--- src/design/slps_pkg.sv ---
// Shared types and constants for the status LED pattern sequencer.
package slps_pkg;

  localparam int unsigned TIMER_BITS_DEFAULT = 16;

  localparam int unsigned CFG_INDEX_W = 3;
  localparam int unsigned CFG_DATA_W  = 16;

  localparam logic [CFG_INDEX_W-1:0] REG_BOOT_BREATH    = 3'd0;
  localparam logic [CFG_INDEX_W-1:0] REG_CONNECTED_HOLD = 3'd1;
  localparam logic [CFG_INDEX_W-1:0] REG_SLOW_BLINK     = 3'd2;
  localparam logic [CFG_INDEX_W-1:0] REG_FAST_BLINK     = 3'd3;
  localparam logic [CFG_INDEX_W-1:0] REG_UPDATE_IVL     = 3'd4;

  localparam logic [15:0] BOOT_BREATH_RST    = 16'd5000;
  localparam logic [15:0] CONNECTED_HOLD_RST = 16'd3000;
  localparam logic [15:0] SLOW_BLINK_RST     = 16'd500;
  localparam logic [15:0] FAST_BLINK_RST     = 16'd250;
  localparam logic [9:0]  UPDATE_IVL_RST     = 10'd50;

  localparam logic [15:0] HUE_RED    = 16'd0;
  localparam logic [15:0] HUE_YELLOW = 16'd10922;
  localparam logic [15:0] HUE_GREEN  = 16'd21845;
  localparam logic [15:0] HUE_BLUE   = 16'd43690;
  localparam logic [15:0] HUE_STEP   = 16'd256;
  localparam logic [16:0] HUE_WRAP   = 17'd65535;
  localparam logic [7:0]  FULL_8     = 8'd255;
  localparam logic [7:0]  BREATH_STEP = 8'd5;

  typedef enum logic [3:0] {
    MODE_OFF           = 4'd0,
    MODE_BOOTING       = 4'd1,
    MODE_CONNECTING    = 4'd2,
    MODE_CONNECTED     = 4'd3,
    MODE_WIFI_ERR      = 4'd4,
    MODE_OTA           = 4'd5,
    MODE_CARD_READING  = 4'd6,
    MODE_CARD_VALID    = 4'd7,
    MODE_CARD_INVALID  = 4'd8,
    MODE_SERVER_ERR    = 4'd9
  } mode_t;

  typedef struct packed {
    logic [15:0] boot_breath_ms;
    logic [15:0] connected_hold_ms;
    logic [15:0] slow_blink_ms;
    logic [15:0] fast_blink_ms;
    logic [9:0]  update_interval_ms;
  } cfg_t;

  typedef struct packed {
    logic        led_on;
    logic [15:0] hue;
    logic [7:0]  saturation;
    logic [7:0]  level;
    logic [3:0]  current_mode;
  } res_t;

endpackage

--- src/design/slps_cfg_regs.sv ---
// Configuration register file for the status LED pattern sequencer.
module slps_cfg_regs (
  input  logic                                clk,
  input  logic                                rst,
  input  logic                                cfg_we,
  input  logic [slps_pkg::CFG_INDEX_W-1:0]    cfg_index,
  input  logic [slps_pkg::CFG_DATA_W-1:0]     cfg_data,
  output slps_pkg::cfg_t                      cfg
);

  always_ff @(posedge clk) begin
    if (rst) begin
      cfg.boot_breath_ms     <= slps_pkg::BOOT_BREATH_RST;
      cfg.connected_hold_ms  <= slps_pkg::CONNECTED_HOLD_RST;
      cfg.slow_blink_ms      <= slps_pkg::SLOW_BLINK_RST;
      cfg.fast_blink_ms      <= slps_pkg::FAST_BLINK_RST;
      cfg.update_interval_ms <= slps_pkg::UPDATE_IVL_RST;
    end else if (cfg_we) begin
      unique case (cfg_index)
        slps_pkg::REG_BOOT_BREATH:    cfg.boot_breath_ms     <= cfg_data;
        slps_pkg::REG_CONNECTED_HOLD: cfg.connected_hold_ms  <= cfg_data;
        slps_pkg::REG_SLOW_BLINK:     cfg.slow_blink_ms      <= cfg_data;
        slps_pkg::REG_FAST_BLINK:     cfg.fast_blink_ms      <= cfg_data;
        slps_pkg::REG_UPDATE_IVL:     cfg.update_interval_ms <= cfg_data[9:0];
        default: ;
      endcase
    end
  end

endmodule

--- src/design/slps_core.sv ---
// Pattern state and single-pass update logic for one word.
module slps_core #(
  parameter int unsigned TIMER_BITS = slps_pkg::TIMER_BITS_DEFAULT
) (
  input  logic            clk,
  input  logic            rst,
  input  logic            en,
  input  logic            req_type,
  input  logic [3:0]      new_mode,
  input  slps_pkg::cfg_t  cfg,
  output logic            res_valid,
  output slps_pkg::res_t  res
);

  localparam int unsigned CW = (TIMER_BITS > 16) ? TIMER_BITS : 16;

  slps_pkg::mode_t         active_mode, active_mode_next, req_mode;
  logic                    animating, animating_next;
  logic [TIMER_BITS-1:0]   since_start_ms, since_start_ms_next, ss_inc;
  logic [TIMER_BITS-1:0]   since_update_ms, since_update_ms_next, su_inc;
  logic [7:0]              breath_level, breath_level_next;
  logic                    breath_rising, breath_rising_next;
  logic [15:0]             cycle_hue, cycle_hue_next;
  logic                    blink_phase, blink_phase_next;
  logic [15:0]             blink_period;
  logic [8:0]              breath_sum;
  logic [16:0]             hue_sum;

  assign ss_inc = (&since_start_ms) ? since_start_ms : since_start_ms + 1'b1;
  assign su_inc = (&since_update_ms) ? since_update_ms : since_update_ms + 1'b1;
  assign req_mode = (new_mode > 4'(slps_pkg::MODE_SERVER_ERR)) ? slps_pkg::MODE_OFF
                                                              : slps_pkg::mode_t'(new_mode);
  assign blink_period = (active_mode == slps_pkg::MODE_CONNECTING) ? cfg.slow_blink_ms
                                                                  : cfg.fast_blink_ms;
  assign breath_sum = {1'b0, breath_level} + {1'b0, slps_pkg::BREATH_STEP};
  assign hue_sum    = {1'b0, cycle_hue} + {1'b0, slps_pkg::HUE_STEP};

  always_comb begin
    active_mode_next     = active_mode;
    animating_next       = animating;
    since_start_ms_next  = since_start_ms;
    since_update_ms_next = since_update_ms;
    breath_level_next    = breath_level;
    breath_rising_next   = breath_rising;
    cycle_hue_next       = cycle_hue;
    blink_phase_next     = blink_phase;
    res_valid            = 1'b0;
    res                  = '0;
    res.current_mode     = active_mode;

    if (req_type) begin
      if (req_mode != active_mode) begin
        active_mode_next     = req_mode;
        since_start_ms_next  = '0;
        since_update_ms_next = '0;
        animating_next       = 1'b1;
        breath_level_next    = '0;
        breath_rising_next   = 1'b1;
        cycle_hue_next       = '0;
        blink_phase_next     = 1'b0;
      end
    end else begin
      since_start_ms_next  = ss_inc;
      since_update_ms_next = su_inc;
      if (CW'(su_inc) >= CW'(cfg.update_interval_ms)) begin
        since_update_ms_next = '0;
        if (animating) begin
          res_valid = 1'b1;
          unique case (active_mode)
            slps_pkg::MODE_BOOTING, slps_pkg::MODE_CONNECTED: begin
              if ((active_mode == slps_pkg::MODE_BOOTING &&
                   CW'(ss_inc) >= CW'(cfg.boot_breath_ms)) ||
                  (active_mode == slps_pkg::MODE_CONNECTED &&
                   CW'(ss_inc) >= CW'(cfg.connected_hold_ms))) begin
                // timeout: drop to off and restart the animation
                res_valid            = 1'b0;
                active_mode_next     = slps_pkg::MODE_OFF;
                since_start_ms_next  = '0;
                animating_next       = 1'b1;
                breath_level_next    = '0;
                breath_rising_next   = 1'b1;
                cycle_hue_next       = '0;
                blink_phase_next     = 1'b0;
              end else if (active_mode == slps_pkg::MODE_BOOTING) begin
                if (breath_rising) begin
                  if (breath_sum >= 9'(slps_pkg::FULL_8)) begin
                    breath_level_next  = slps_pkg::FULL_8;
                    breath_rising_next = 1'b0;
                  end else begin
                    breath_level_next = breath_sum[7:0];
                  end
                end else if (breath_level <= slps_pkg::BREATH_STEP) begin
                  breath_level_next  = '0;
                  breath_rising_next = 1'b1;
                end else begin
                  breath_level_next = breath_level - slps_pkg::BREATH_STEP;
                end
                res.led_on     = 1'b1;
                res.hue        = slps_pkg::HUE_BLUE;
                res.saturation = slps_pkg::FULL_8;
                res.level      = breath_level_next;
              end else begin
                res.led_on     = 1'b1;
                res.hue        = slps_pkg::HUE_GREEN;
                res.saturation = slps_pkg::FULL_8;
                res.level      = slps_pkg::FULL_8;
              end
            end
            slps_pkg::MODE_CONNECTING, slps_pkg::MODE_WIFI_ERR,
            slps_pkg::MODE_SERVER_ERR: begin
              if (CW'(ss_inc) >= CW'(blink_period)) begin
                blink_phase_next    = !blink_phase;
                since_start_ms_next = '0;
              end
              if (blink_phase_next) begin
                res.led_on     = 1'b1;
                res.hue        = (active_mode == slps_pkg::MODE_CONNECTING) ?
                                 slps_pkg::HUE_BLUE : slps_pkg::HUE_RED;
                res.saturation = slps_pkg::FULL_8;
                res.level      = slps_pkg::FULL_8;
              end
            end
            slps_pkg::MODE_OTA: begin
              cycle_hue_next = (hue_sum >= slps_pkg::HUE_WRAP) ? '0 : hue_sum[15:0];
              res.led_on     = 1'b1;
              res.hue        = cycle_hue_next;
              res.saturation = slps_pkg::FULL_8;
              res.level      = slps_pkg::FULL_8;
            end
            slps_pkg::MODE_CARD_READING: begin
              res.led_on     = 1'b1;
              res.hue        = slps_pkg::HUE_YELLOW;
              res.saturation = slps_pkg::FULL_8;
              res.level      = slps_pkg::FULL_8;
            end
            slps_pkg::MODE_CARD_VALID: begin
              res.led_on     = 1'b1;
              res.hue        = slps_pkg::HUE_GREEN;
              res.saturation = slps_pkg::FULL_8;
              res.level      = slps_pkg::FULL_8;
            end
            slps_pkg::MODE_CARD_INVALID: begin
              res.led_on     = 1'b1;
              res.hue        = slps_pkg::HUE_RED;
              res.saturation = slps_pkg::FULL_8;
              res.level      = slps_pkg::FULL_8;
            end
            default: begin
              // off: one dark word, then stop
              animating_next = 1'b0;
            end
          endcase
        end
      end
    end
  end

  always_ff @(posedge clk) begin
    if (rst) begin
      active_mode     <= slps_pkg::MODE_OFF;
      animating       <= 1'b0;
      since_start_ms  <= '0;
      since_update_ms <= '0;
      breath_level    <= '0;
      breath_rising   <= 1'b1;
      cycle_hue       <= '0;
      blink_phase     <= 1'b0;
    end else if (en) begin
      active_mode     <= active_mode_next;
      animating       <= animating_next;
      since_start_ms  <= since_start_ms_next;
      since_update_ms <= since_update_ms_next;
      breath_level    <= breath_level_next;
      breath_rising   <= breath_rising_next;
      cycle_hue       <= cycle_hue_next;
      blink_phase     <= blink_phase_next;
    end
  end

endmodule

--- src/design/status_led_pattern_sequencer.sv ---
// Top level of the status LED pattern sequencer.
// Each input word is a one-millisecond tick or a set-mode request; while animating, ticks that
// reach the update interval yield one hue/saturation/value word, except on a breath or hold
// timeout. One word is taken per clock while the input is not stalled: it waits in the input
// register, is processed in a single pass against the pattern state when it advances, and
// its result is registered in the output register as it advances.
// The input stalls only while the input register holds a word and the output
// register is full and stalled.
module status_led_pattern_sequencer #(
  parameter int unsigned TIMER_BITS = slps_pkg::TIMER_BITS_DEFAULT
) (
  input  logic                              clk,
  input  logic                              rst,
  input  logic                              in_valid,
  output logic                              in_stall,
  input  logic                              req_type,
  input  logic [3:0]                        new_mode,
  output logic                              out_valid,
  input  logic                              out_stall,
  output logic                              led_on,
  output logic [15:0]                       hue,
  output logic [7:0]                        saturation,
  output logic [7:0]                        level,
  output logic [3:0]                        current_mode,
  input  logic                              cfg_we,
  input  logic [slps_pkg::CFG_INDEX_W-1:0]  cfg_index,
  input  logic [slps_pkg::CFG_DATA_W-1:0]   cfg_data
);

  slps_pkg::cfg_t cfg;
  slps_pkg::res_t res, out_word;
  logic           s_valid, s_req;
  logic [3:0]     s_mode;
  logic           advance, res_valid;

  assign advance  = s_valid && (!out_valid || !out_stall);
  assign in_stall = s_valid && !advance;

  slps_cfg_regs u_cfg (
    .clk       (clk),
    .rst       (rst),
    .cfg_we    (cfg_we),
    .cfg_index (cfg_index),
    .cfg_data  (cfg_data),
    .cfg       (cfg)
  );

  slps_core #(.TIMER_BITS(TIMER_BITS)) u_core (
    .clk       (clk),
    .rst       (rst),
    .en        (advance),
    .req_type  (s_req),
    .new_mode  (s_mode),
    .cfg       (cfg),
    .res_valid (res_valid),
    .res       (res)
  );

  always_ff @(posedge clk) begin
    if (rst) begin
      s_valid <= 1'b0;
    end else if (!in_stall) begin
      s_valid <= in_valid;
    end
  end

  always_ff @(posedge clk) begin
    if (in_valid && !in_stall) begin
      s_req  <= req_type;
      s_mode <= new_mode;
    end
  end

  always_ff @(posedge clk) begin
    if (rst) begin
      out_valid <= 1'b0;
    end else if (advance && res_valid) begin
      out_valid <= 1'b1;
    end else if (!out_stall) begin
      out_valid <= 1'b0;
    end
  end

  always_ff @(posedge clk) begin
    if (advance && res_valid) begin
      out_word <= res;
    end
  end

  assign led_on       = out_word.led_on;
  assign hue          = out_word.hue;
  assign saturation   = out_word.saturation;
  assign level        = out_word.level;
  assign current_mode = out_word.current_mode;

  a_stall_needs_word: assert property (@(posedge clk) disable iff (rst)
    in_stall |-> s_valid)
    else $error("input stalled with empty input register");

  a_set_mode_silent: assert property (@(posedge clk) disable iff (rst)
    advance && s_req |=> !out_valid)
    else $error("set-mode word produced a result");

  a_dark_is_zero: assert property (@(posedge clk) disable iff (rst)
    out_valid && !led_on |-> hue == 16'd0 && saturation == 8'd0 && level == 8'd0)
    else $error("dark result carries colour");

  a_no_result_after_reset: assert property (@(posedge clk) disable iff (rst)
    $past(rst) |-> !out_valid)
    else $error("result valid straight after reset");

endmodule
--- config.mk ---
export PLATFORM = sky130hd
export DESIGN_NAME = status_led_pattern_sequencer
export DESIGN_NICKNAME = d
export VERILOG_FILES = /design/src/design/slps_pkg.sv /design/src/design/slps_cfg_regs.sv /design/src/design/slps_core.sv /design/src/design/status_led_pattern_sequencer.sv
export SDC_FILE = /design/constraint.sdc
export NUM_CORES = 1
export LEC_CHECK = 0
export BUFFER_PORTS_ARGS = -buffer_cell sky130_fd_sc_hd__buf_2
export CAP_MARGIN = 25
export CORE_MARGIN = 10
export CORE_UTILIZATION = 61
export DETAILED_ROUTE_END_ITERATION = 8
export GPL_TIMING_DRIVEN = 0
export MAX_ROUTING_LAYER = met4
export PLACE_DENSITY = 0.8
export SLEW_MARGIN = 20
export SYNTH_ARGS = -nofsm -noshare
export SYNTH_HDL_FRONTEND = slang
export SYNTH_HIERARCHICAL = 1
export SYNTH_SLANG_ARGS = --single-unit
--- constraint.sdc ---
create_clock -name clk -period 12 [get_ports clk]
set_input_delay 1.8 -clock clk [delete_from_list [all_inputs] [get_ports clk]]
set_output_delay 1.8 -clock clk [all_outputs]
set_load 0.005 [all_outputs]
==> impl_summary.log, run 1 <==
INFO  metric post-route-period-util = 47.0%
INFO  metric critical_path.slowest_cell = nor4_1
INFO  metric antenna_left = 0
INFO  metric finish.instance_area = 11400 sq um
INFO  metric setup_violations = 0
INFO  metric die-width = 149 um
INFO  metric min_delay_worst_endpoint = u_cfg/cfg[69]
INFO  metric yosys.area.top_type_share = 27.3%
INFO  metric finalNetCount = 1261
INFO  metric clk_pin_slew_worst_paths = 0.07 ns
INFO  metric period_minus_slack = 5.64 ns
INFO  metric placed_cell_area = 10900 sq um
INFO  metric worst_setup_path_end_kind = register
INFO  metric floorplan.die_area = 22300 sq um
INFO  metric detailedPlacementHpwl = 18100 um
INFO  metric cts_post_setup_buffers_inserted = 0
INFO  metric grt_start_max_net_pins = 29
INFO  metric crit_buf_inv = 4
INFO  metric fin_hold_ws = 0.476 ns
INFO  metric ctsRootBufferMaster = clkbuf_16
INFO  metric timing.slew.headroom = 32.9%
INFO  metric port-buffer-count = 67
INFO  metric synth_flop_cell = dfxtp_1
INFO  metric clock_sinks = 181
INFO  metric leak_pwr = 4.73 nW
INFO  metric wirelength = 24200 um
INFO  metric cts_max_path_buffers = 2
INFO  metric worstSkewPairLatency = 0.43 ns
INFO  metric hold_path_class = reg2reg
INFO  metric synth_cell_type_count = 85
INFO  metric critical_path_class = reg2reg
INFO  metric timing.final.hold_violations = 0
INFO  metric critical_path_arrival = 5.83 ns
INFO  metric cts_buffers = 17
INFO  metric n_antenna_cell = 0
INFO  metric max_cap_viol_count = 0
INFO  metric synth_fp_nets = 1174
INFO  metric synthTopCellsByArea = dfxtp_1, edfxtp_1, mux2i_1, ha_1, nand2b_1
INFO  metric first_global_vias = 8006
INFO  metric antenna_found_initial = 0
INFO  metric via_count = 8180
INFO  metric slew_violations = 0
INFO  metric r2r-start = u_core/active_mode[3]
INFO  metric most_frequently_used_cell_type_in_the_post_synthesis_netlist = dfxtp_1
INFO  metric cp-start-kind = register
INFO  metric timing.critical_path.required = 12.19 ns
INFO  metric rsz0062_at_grt = no
INFO  metric synth_common_cells = dfxtp_1, nor2_1, mux2i_1
INFO  metric worstRegToRegCells = 14
INFO  metric detail_route.drc_violations = 0
INFO  metric skew = 0.0105 ns
INFO  metric core_area = 16500 sq um
INFO  metric grt_first_pass_wirelength = 39300 um
INFO  metric worstReg2RegEnd = saturation[4]
INFO  metric hold-path-cell-count = 2
INFO  metric synth.yosys.seq_area_share = 39.6%
INFO  metric max_freq = 177 MHz
INFO  metric global_route.usage.total = 22.2%
INFO  metric initial_core_util = 62.0%
INFO  metric timing.setup.tns = 0 ns
INFO  metric critPathTopFamily = compound AO/OA/AOI/OAI gates
INFO  metric start_point_of_the_worst_min_delay_path = u_cfg/cfg[69]
INFO  metric cts_hold_buf = 0
INFO  metric boundaryPins = 68
INFO  metric timing_worst_slew_pin_value = 0.997 ns
INFO  metric synth.avg_cell_area = 9.43 sq um
INFO  metric cts-resized-gates = 0
INFO  metric synth.cell_area = 10200 sq um
INFO  metric critical_path_fanout_max = 10
INFO  metric cts-htree-levels = 4
INFO  metric synth_top_cell_by_area = dfxtp_1
INFO  metric worst_path_largest_cell_delay = 0.91 ns
INFO  metric synthCells = 1082
INFO  metric synth_async_sr_flop_share = 0%
INFO  metric drt-wirelength-per-cell = 17.2 um
INFO  metric synth-warning-count = 6
INFO  metric dr.pass1.iters = 5
INFO  metric post_route_cells_drive_above_1_share = 13.6%
INFO  metric area.growth.synth_to_final = 12.1%
INFO  metric power.ir.vdd_worst = 0.0000986 V
INFO  metric cts_tree = built
INFO  metric routed_via_density = 5.83
INFO  metric floorplan.die.height = 149 um
INFO  metric cp_cell_sequence = clkbuf_1, nor4_1, clkbuf_1, mux2i_1, ha_1, a21oi_1, o21ai_0, a2111oi_0, a31oi_2, nor4_1, nor3_1, o21bai_2, inv_1, buf_4
INFO  metric globalRoute.totalOverflow = 0
INFO  metric run_status = complete, no violations
INFO  metric detailedRoute.firstIterationViolations = 503
INFO  metric ys_ff_latch = 181
INFO  metric synth-edff-count = 42
INFO  metric cellPowerDensity = 112 nW/um^2
INFO  metric row_count = 47
INFO  metric gpl.final_weighted_congestion = 0.923
INFO  metric reg2reg_setup_slack = 6.36 ns
## power by group
part | switching (W) | leakage, nW | total (W) | internal [W]
Clock | 0.000259 | 0.275 | 0.000554 | 0.000295
Sequential | 0.00000611 | 1.43 | 0.000635 | 0.000629
Combinational | 0.0000554 | 3.02 | 0.0000881 | 0.0000327
Total | 0.000321 | 4.73 | 0.00128 | 0.000956
## layer usage
layer | up-vias | wire length, um | GRT usage (%)
met5 | - | 0 | -
met1 | 3834 | 10900 | 27.5
met3 | 60 | 1410 | 4.46
met4 | 0 | 622 | 7.95
met2 | 229 | 11200 | 35.3
li1 | 4057 | - | -
## final cells by class
| cell class | instances | area (sq um) |
|---|---|---|
| clock buffers | 17 | 425 |
| repair buffers | 68 | 363 |
| flip-flops and latches | 181 | 4040 |
| inverters | 66 | 248 |
| well taps | 220 | 275 |
| plain buffers | 59 | 283 |
| clock inverters | 15 | 158 |
| fillers | 1281 | 5030 |
| multi-input cells | 776 | 5640 |
## metrics by stage
step                      setup WS [ns]  cells  util (%)  total power, W
final                              6.36   1402      69.5         0.00128
after global routing               6.09   1402      69.5         0.00132
after CTS                          6.57   1402      69.5         0.00128
after detailed placement           6.59   1370      65.9        0.000734
after global placement             5.24   1369      65.7        0.000733
after floorplan                    6.52   1082         -        0.000705
## placed cells by master, fill, tap and decap left out, drive strengths merged, types with 16 or more instances in the layout
| cell type | n |
|---|---|
| dfxtp | 139 |
| o21ai | 26 |
| nor3 | 16 |
| nor2 | 102 |
| mux2i | 92 |
| a21oi | 59 |
| nand2 | 63 |
| clkbuf | 47 |
| xnor2 | 21 |
| inv | 75 |
| ha | 63 |
| buf | 97 |
| edfxtp | 42 |
| nand3 | 21 |
| nand2b | 72 |
## state kept, by name (all words and copies together) (netlist names)
name / cells
current_mode: 4
level: 8
u_core/active_mode: 4
led_on: 1
u_cfg/cfg: 74
u_core/since_start_ms: 16
u_core/animating: 1
u_core/cycle_hue: 16
u_core/since_update_ms: 16
s_mode: 4
out_valid: 1
s_req: 1
u_core/breath_level: 8
u_core/blink_phase: 1
hue: 16
u_core/breath_rising: 1
s_valid: 1
saturation: 8
## worst max path at each step
stage                             start               to  cells after the start
5_1_grt           u_core/active_mode[3]    saturation[3]                     14
3_3_place_gp   u_core/since_start_ms[1]         level[4]                     18
6_report          u_core/active_mode[3]    saturation[4]                     14
2_1_floorplan  u_core/since_start_ms[1]  current_mode[0]                     18
3_5_place_dp      u_core/active_mode[2]    saturation[3]                     14
4_1_cts           u_core/active_mode[3]    saturation[2]                     14
## worst min-delay path: stages (launching register included)
cell	delay (ns)
dfxtp_1	0.31
nand2b_1	0.06
mux2i_1	0.06
## cell families (layout without fill, tap and decap cells)
logic type,count (synthesis),in the layout,share of synthesized area [%]
adder cells (fa/ha/maj),63,63,7.72
buffers and inverters,125,225,5.20
flip-flops,181,181,39.6
multiplexers,95,95,9.39
AO/OA/AOI/OAI,211,211,15.2
AND/OR/NAND/NOR,371,371,19.7
XOR/XNOR,36,36,3.16
Power figures use the tool's default switching activity.
==> inputs of run 2 (changes only) <==
clock period = 5.4 ns   (was 12 ns; I/O delays follow)
==> run 2 against run 1 <==
Net effect: setup slack lost 5.9 ns; wire length shrank 0.15%; final cell count did not move; die area stayed put; critical path depth is the same; global-route usage grew 0.10 points; maximum frequency grew 14%; final area rose by 0.16%; sequential share of layout area is 0.058 points lower.
==> impl_summary.log, run 2 (same netlist as run 1, synthesis figures left out) <==
INFO  metric worstRegToRegCells = 14 (unchanged)
INFO  metric reg2reg_setup_slack = 0.45 ns (was 6.36 ns)
INFO  metric start_point_of_the_worst_min_delay_path = u_cfg/cfg[35] (was u_cfg/cfg[69])
INFO  metric timing.critical_path.required = 5.71 ns (was 12.19 ns)
INFO  metric detail_route.drc_violations = 0 (unchanged)
INFO  metric power.share.clock = 42.9% (was 43.4%)
INFO  metric row_count = 47 (unchanged)
INFO  metric die-width = 149 um (unchanged)
INFO  metric run_status = complete, no violations (unchanged)
INFO  metric n_antenna_cell = 0 (unchanged)
INFO  metric critical_path_class = reg2reg (unchanged)
INFO  metric port-buffer-count = 67 (unchanged)
INFO  metric cellPowerDensity = 246 nW/um^2 (was 112 nW/um^2)
INFO  metric grt_first_pass_wirelength = 39500 um (was 39300 um)
INFO  metric area.growth.synth_to_final = 12.3% (was 12.1%)
INFO  metric seq_power_share = 50.1% (was 49.7%)
INFO  metric power.share.combinational = 7.0% (was 6.9%)
INFO  metric finalCoreUtilization = 69.6% (was 69.5%)
INFO  metric worstReg2RegEnd = led_on (was saturation[4])
INFO  metric drt-wirelength-per-cell = 17.2 um (about the same)
INFO  metric cts_tree = built (unchanged)
INFO  metric cp-start-kind = register (unchanged)
INFO  metric critical_path_arrival = 5.26 ns (was 5.83 ns)
INFO  metric worstSkewPairLatency = 0.44 ns (was 0.43 ns)
INFO  metric post_route_cells_drive_above_1_share = 13.9% (was 13.6%)
INFO  metric cts_max_path_buffers = 2 (unchanged)
INFO  metric largest_register = u_cfg/cfg (unchanged)
INFO  metric p_sw = 0.000728 W (was 0.000321 W)
INFO  metric min_delay_worst_endpoint = u_cfg/cfg[35] (was u_cfg/cfg[69])
INFO  metric largest_register_ffs = 74 (unchanged)
INFO  metric via_count = 8204 (was 8180)
INFO  metric ctsRootBufferMaster = clkbuf_16 (unchanged)
INFO  metric critPathTopFamily = compound AO/OA/AOI/OAI gates (unchanged)
INFO  metric num-fill-cells = 1309 (was 1281)
INFO  metric r2r-start = u_core/active_mode[3] (unchanged)
INFO  metric final_cell_mix = dfxtp_1, nor2_1, mux2i_1, buf_2, nand2b_1 (unchanged)
INFO  metric switching_share = 25.9% (was 25.1%)
INFO  metric setup_violations = 0 (unchanged)
INFO  metric timing.setup.tns = 0 ns (unchanged)
INFO  metric antenna_found_initial = 0 (unchanged)
INFO  metric finalNetCount = 1261 (unchanged)
INFO  metric detailedPlacementHpwl = 18300 um (was 18100 um)
INFO  metric critical_path_fanout_max = 10 (unchanged)
INFO  metric wirelength = 24100 um (was 24200 um)
INFO  metric cp_cell_sequence = clkbuf_1, nor4_2, clkbuf_2, mux2i_1, ha_1, a21oi_1, o21ai_0, a2111oi_0, a31oi_2, o31a_1, nor3_1, o21bai_4, inv_1, buf_4 (was clkbuf_1, nor4_1, clkbuf_1, mux2i_1, ha_1, a21oi_1, o21ai_0, a2111oi_0, a31oi_2, nor4_1, nor3_1, o21bai_2, inv_1, buf_4)
INFO  metric hold_path_class = reg2reg (unchanged)
INFO  metric placed_cells = 1370 (unchanged)
INFO  metric cts_buffers = 17 (unchanged)
INFO  metric dr.pass1.iters = 7 (was 5)
INFO  metric global_route.usage.total = 22.3% (was 22.2%)
INFO  metric critical_path.slowest_cell = nor4_2 (was nor4_1)
INFO  metric gpl.final_weighted_congestion = 0.915 (was 0.923)
INFO  metric floorplan.die.height = 149 um (unchanged)
INFO  metric leak_pwr = 4.73 nW (about the same)
INFO  metric antenna_left = 0 (unchanged)
INFO  metric worst_path_largest_cell_delay = 0.67 ns (was 0.91 ns)
INFO  metric placed_cell_area = 10900 sq um (unchanged)
INFO  metric first_global_vias = 7992 (was 8006)
INFO  metric globalRoute.totalOverflow = 0 (unchanged)
INFO  metric boundaryPins = 68 (unchanged)
INFO  metric core_area = 16500 sq um (unchanged)
INFO  metric timing_worst_slew_pin_value = 0.790 ns (was 0.997 ns)
INFO  metric layoutNonFillerInstCount = 1402 (unchanged)
INFO  metric max_freq = 202 MHz (was 177 MHz)
INFO  metric max_cap_viol_count = 0 (unchanged)
INFO  metric grt_start_max_net_pins = 29 (unchanged)
INFO  metric clock_sinks = 181 (unchanged)
INFO  metric finish.instance_area = 11500 sq um (was 11400 sq um)
INFO  metric routed_via_density = 5.85 (was 5.83)
INFO  metric floorplan.die_area = 22300 sq um (unchanged)
INFO  metric period_minus_slack = 4.95 ns (was 5.64 ns)
INFO  metric cts_post_setup_buffers_inserted = 0 (unchanged)
INFO  metric power_report.internal_total = 0.00209 W (was 0.000956 W)
INFO  metric slew_violations = 0 (unchanged)
INFO  metric cts-htree-levels = 4 (unchanged)
INFO  metric initial_core_util = 62.0% (unchanged)
INFO  metric clk_pin_slew_worst_paths = 0.08 ns (was 0.07 ns)
INFO  metric skew = 0.0110 ns (was 0.0105 ns)
INFO  metric timing.slew.headroom = 46.8% (was 32.9%)
INFO  metric worst_setup_path_end_kind = register (unchanged)
INFO  metric rsz0062_at_grt = no (unchanged)
INFO  metric crit_buf_inv = 4 (unchanged)
INFO  metric detailedRoute.firstIterationViolations = 496 (was 503)
INFO  metric layout.cells.most_common = dfxtp_1 (unchanged)
INFO  metric timing.final.hold_violations = 0 (unchanged)
INFO  metric hold-path-cell-count = 2 (unchanged)
INFO  metric power.ir.vdd_worst = 0.000225 V (was 0.0000986 V)
INFO  metric post-route-period-util = 91.7% (was 47.0%)
## run 2: cell count changes in the layout (fill, tap and decap cells not counted), sizes merged
cell and change:
bufinv -1, clkinvlp -2, clkinv +4, inv -1
## run 2: through the flow
step	hold slack, ns	worst slack (ns)	power [W]
after floorplan	0.444	0.750	0.00157
after global placement	0.458	-0.312	0.00163
after detailed placement	0.467	0.0158	0.00163
after CTS	0.480	0.257	0.00282
after global routing	0.499	0.0766	0.00291
final	0.477	0.446	0.00282
## run 2: layout make-up
class | instances | area, sq um | area share (%)
inverters | 66 | 248 | 2.16
multi-input cells | 776 | 5660 | 49.4
flip-flops and latches | 181 | 4040 | 35.3
plain buffers | 59 | 284 | 2.48
well taps | 220 | 275 | 2.40
clock inverters | 15 | 156 | 1.36
clock buffers | 17 | 425 | 3.71
repair buffers | 68 | 363 | 3.17
## run 2: power groups by stage
stage               Clock [W]  Sequential, W  Combinational (W)
global placement            0        0.00144           0.000187
detailed placement          0        0.00144           0.000191
global route          0.00129        0.00141           0.000213
CTS                   0.00122        0.00141           0.000193
floorplan                   0        0.00144           0.000130
finish                0.00121        0.00141           0.000196
## run 2: worst max path at each step
stage / startpoint / to / cells past startpoint
floorplan: u_core/since_start_ms[1] / current_mode[0] / 18
global placement: u_core/since_start_ms[1] / level[7] / 18
detailed placement: u_core/active_mode[2] / led_on / 14
CTS: u_core/active_mode[3] / led_on / 14
global route: u_core/since_start_ms[1] / led_on / 19
finish: u_core/active_mode[3] / led_on / 14
## run 2: worst register-to-register path, delay by kind of cell, from the launching register on
kind,cells,cell delay [ns]
mux,1,0.33
flops,1,0.35
buf+inv,4,1.15
compound gates,6,1.63
simple gates,2,1.10
fa+ha+maj,1,0.29
## run 2: metal layers
| metal | vias to the layer above | global-route usage, % | part of all wire, % |
|---|---|---|---|
| met5 | - | - | 0 |
| met1 | 3914 | 27.3 | 46 |
| li1 | 4062 | - | - |
| met4 | 0 | 6.62 | 1.9 |
| met2 | 194 | 36.4 | 48 |
| met3 | 34 | 4.52 | 4.7 |
## run 2: timing repair
item | CTS | global route
setup endpoints to repair | 5 | 9
gates resized for setup | 1 | 3
hold buffers | 0 | 0
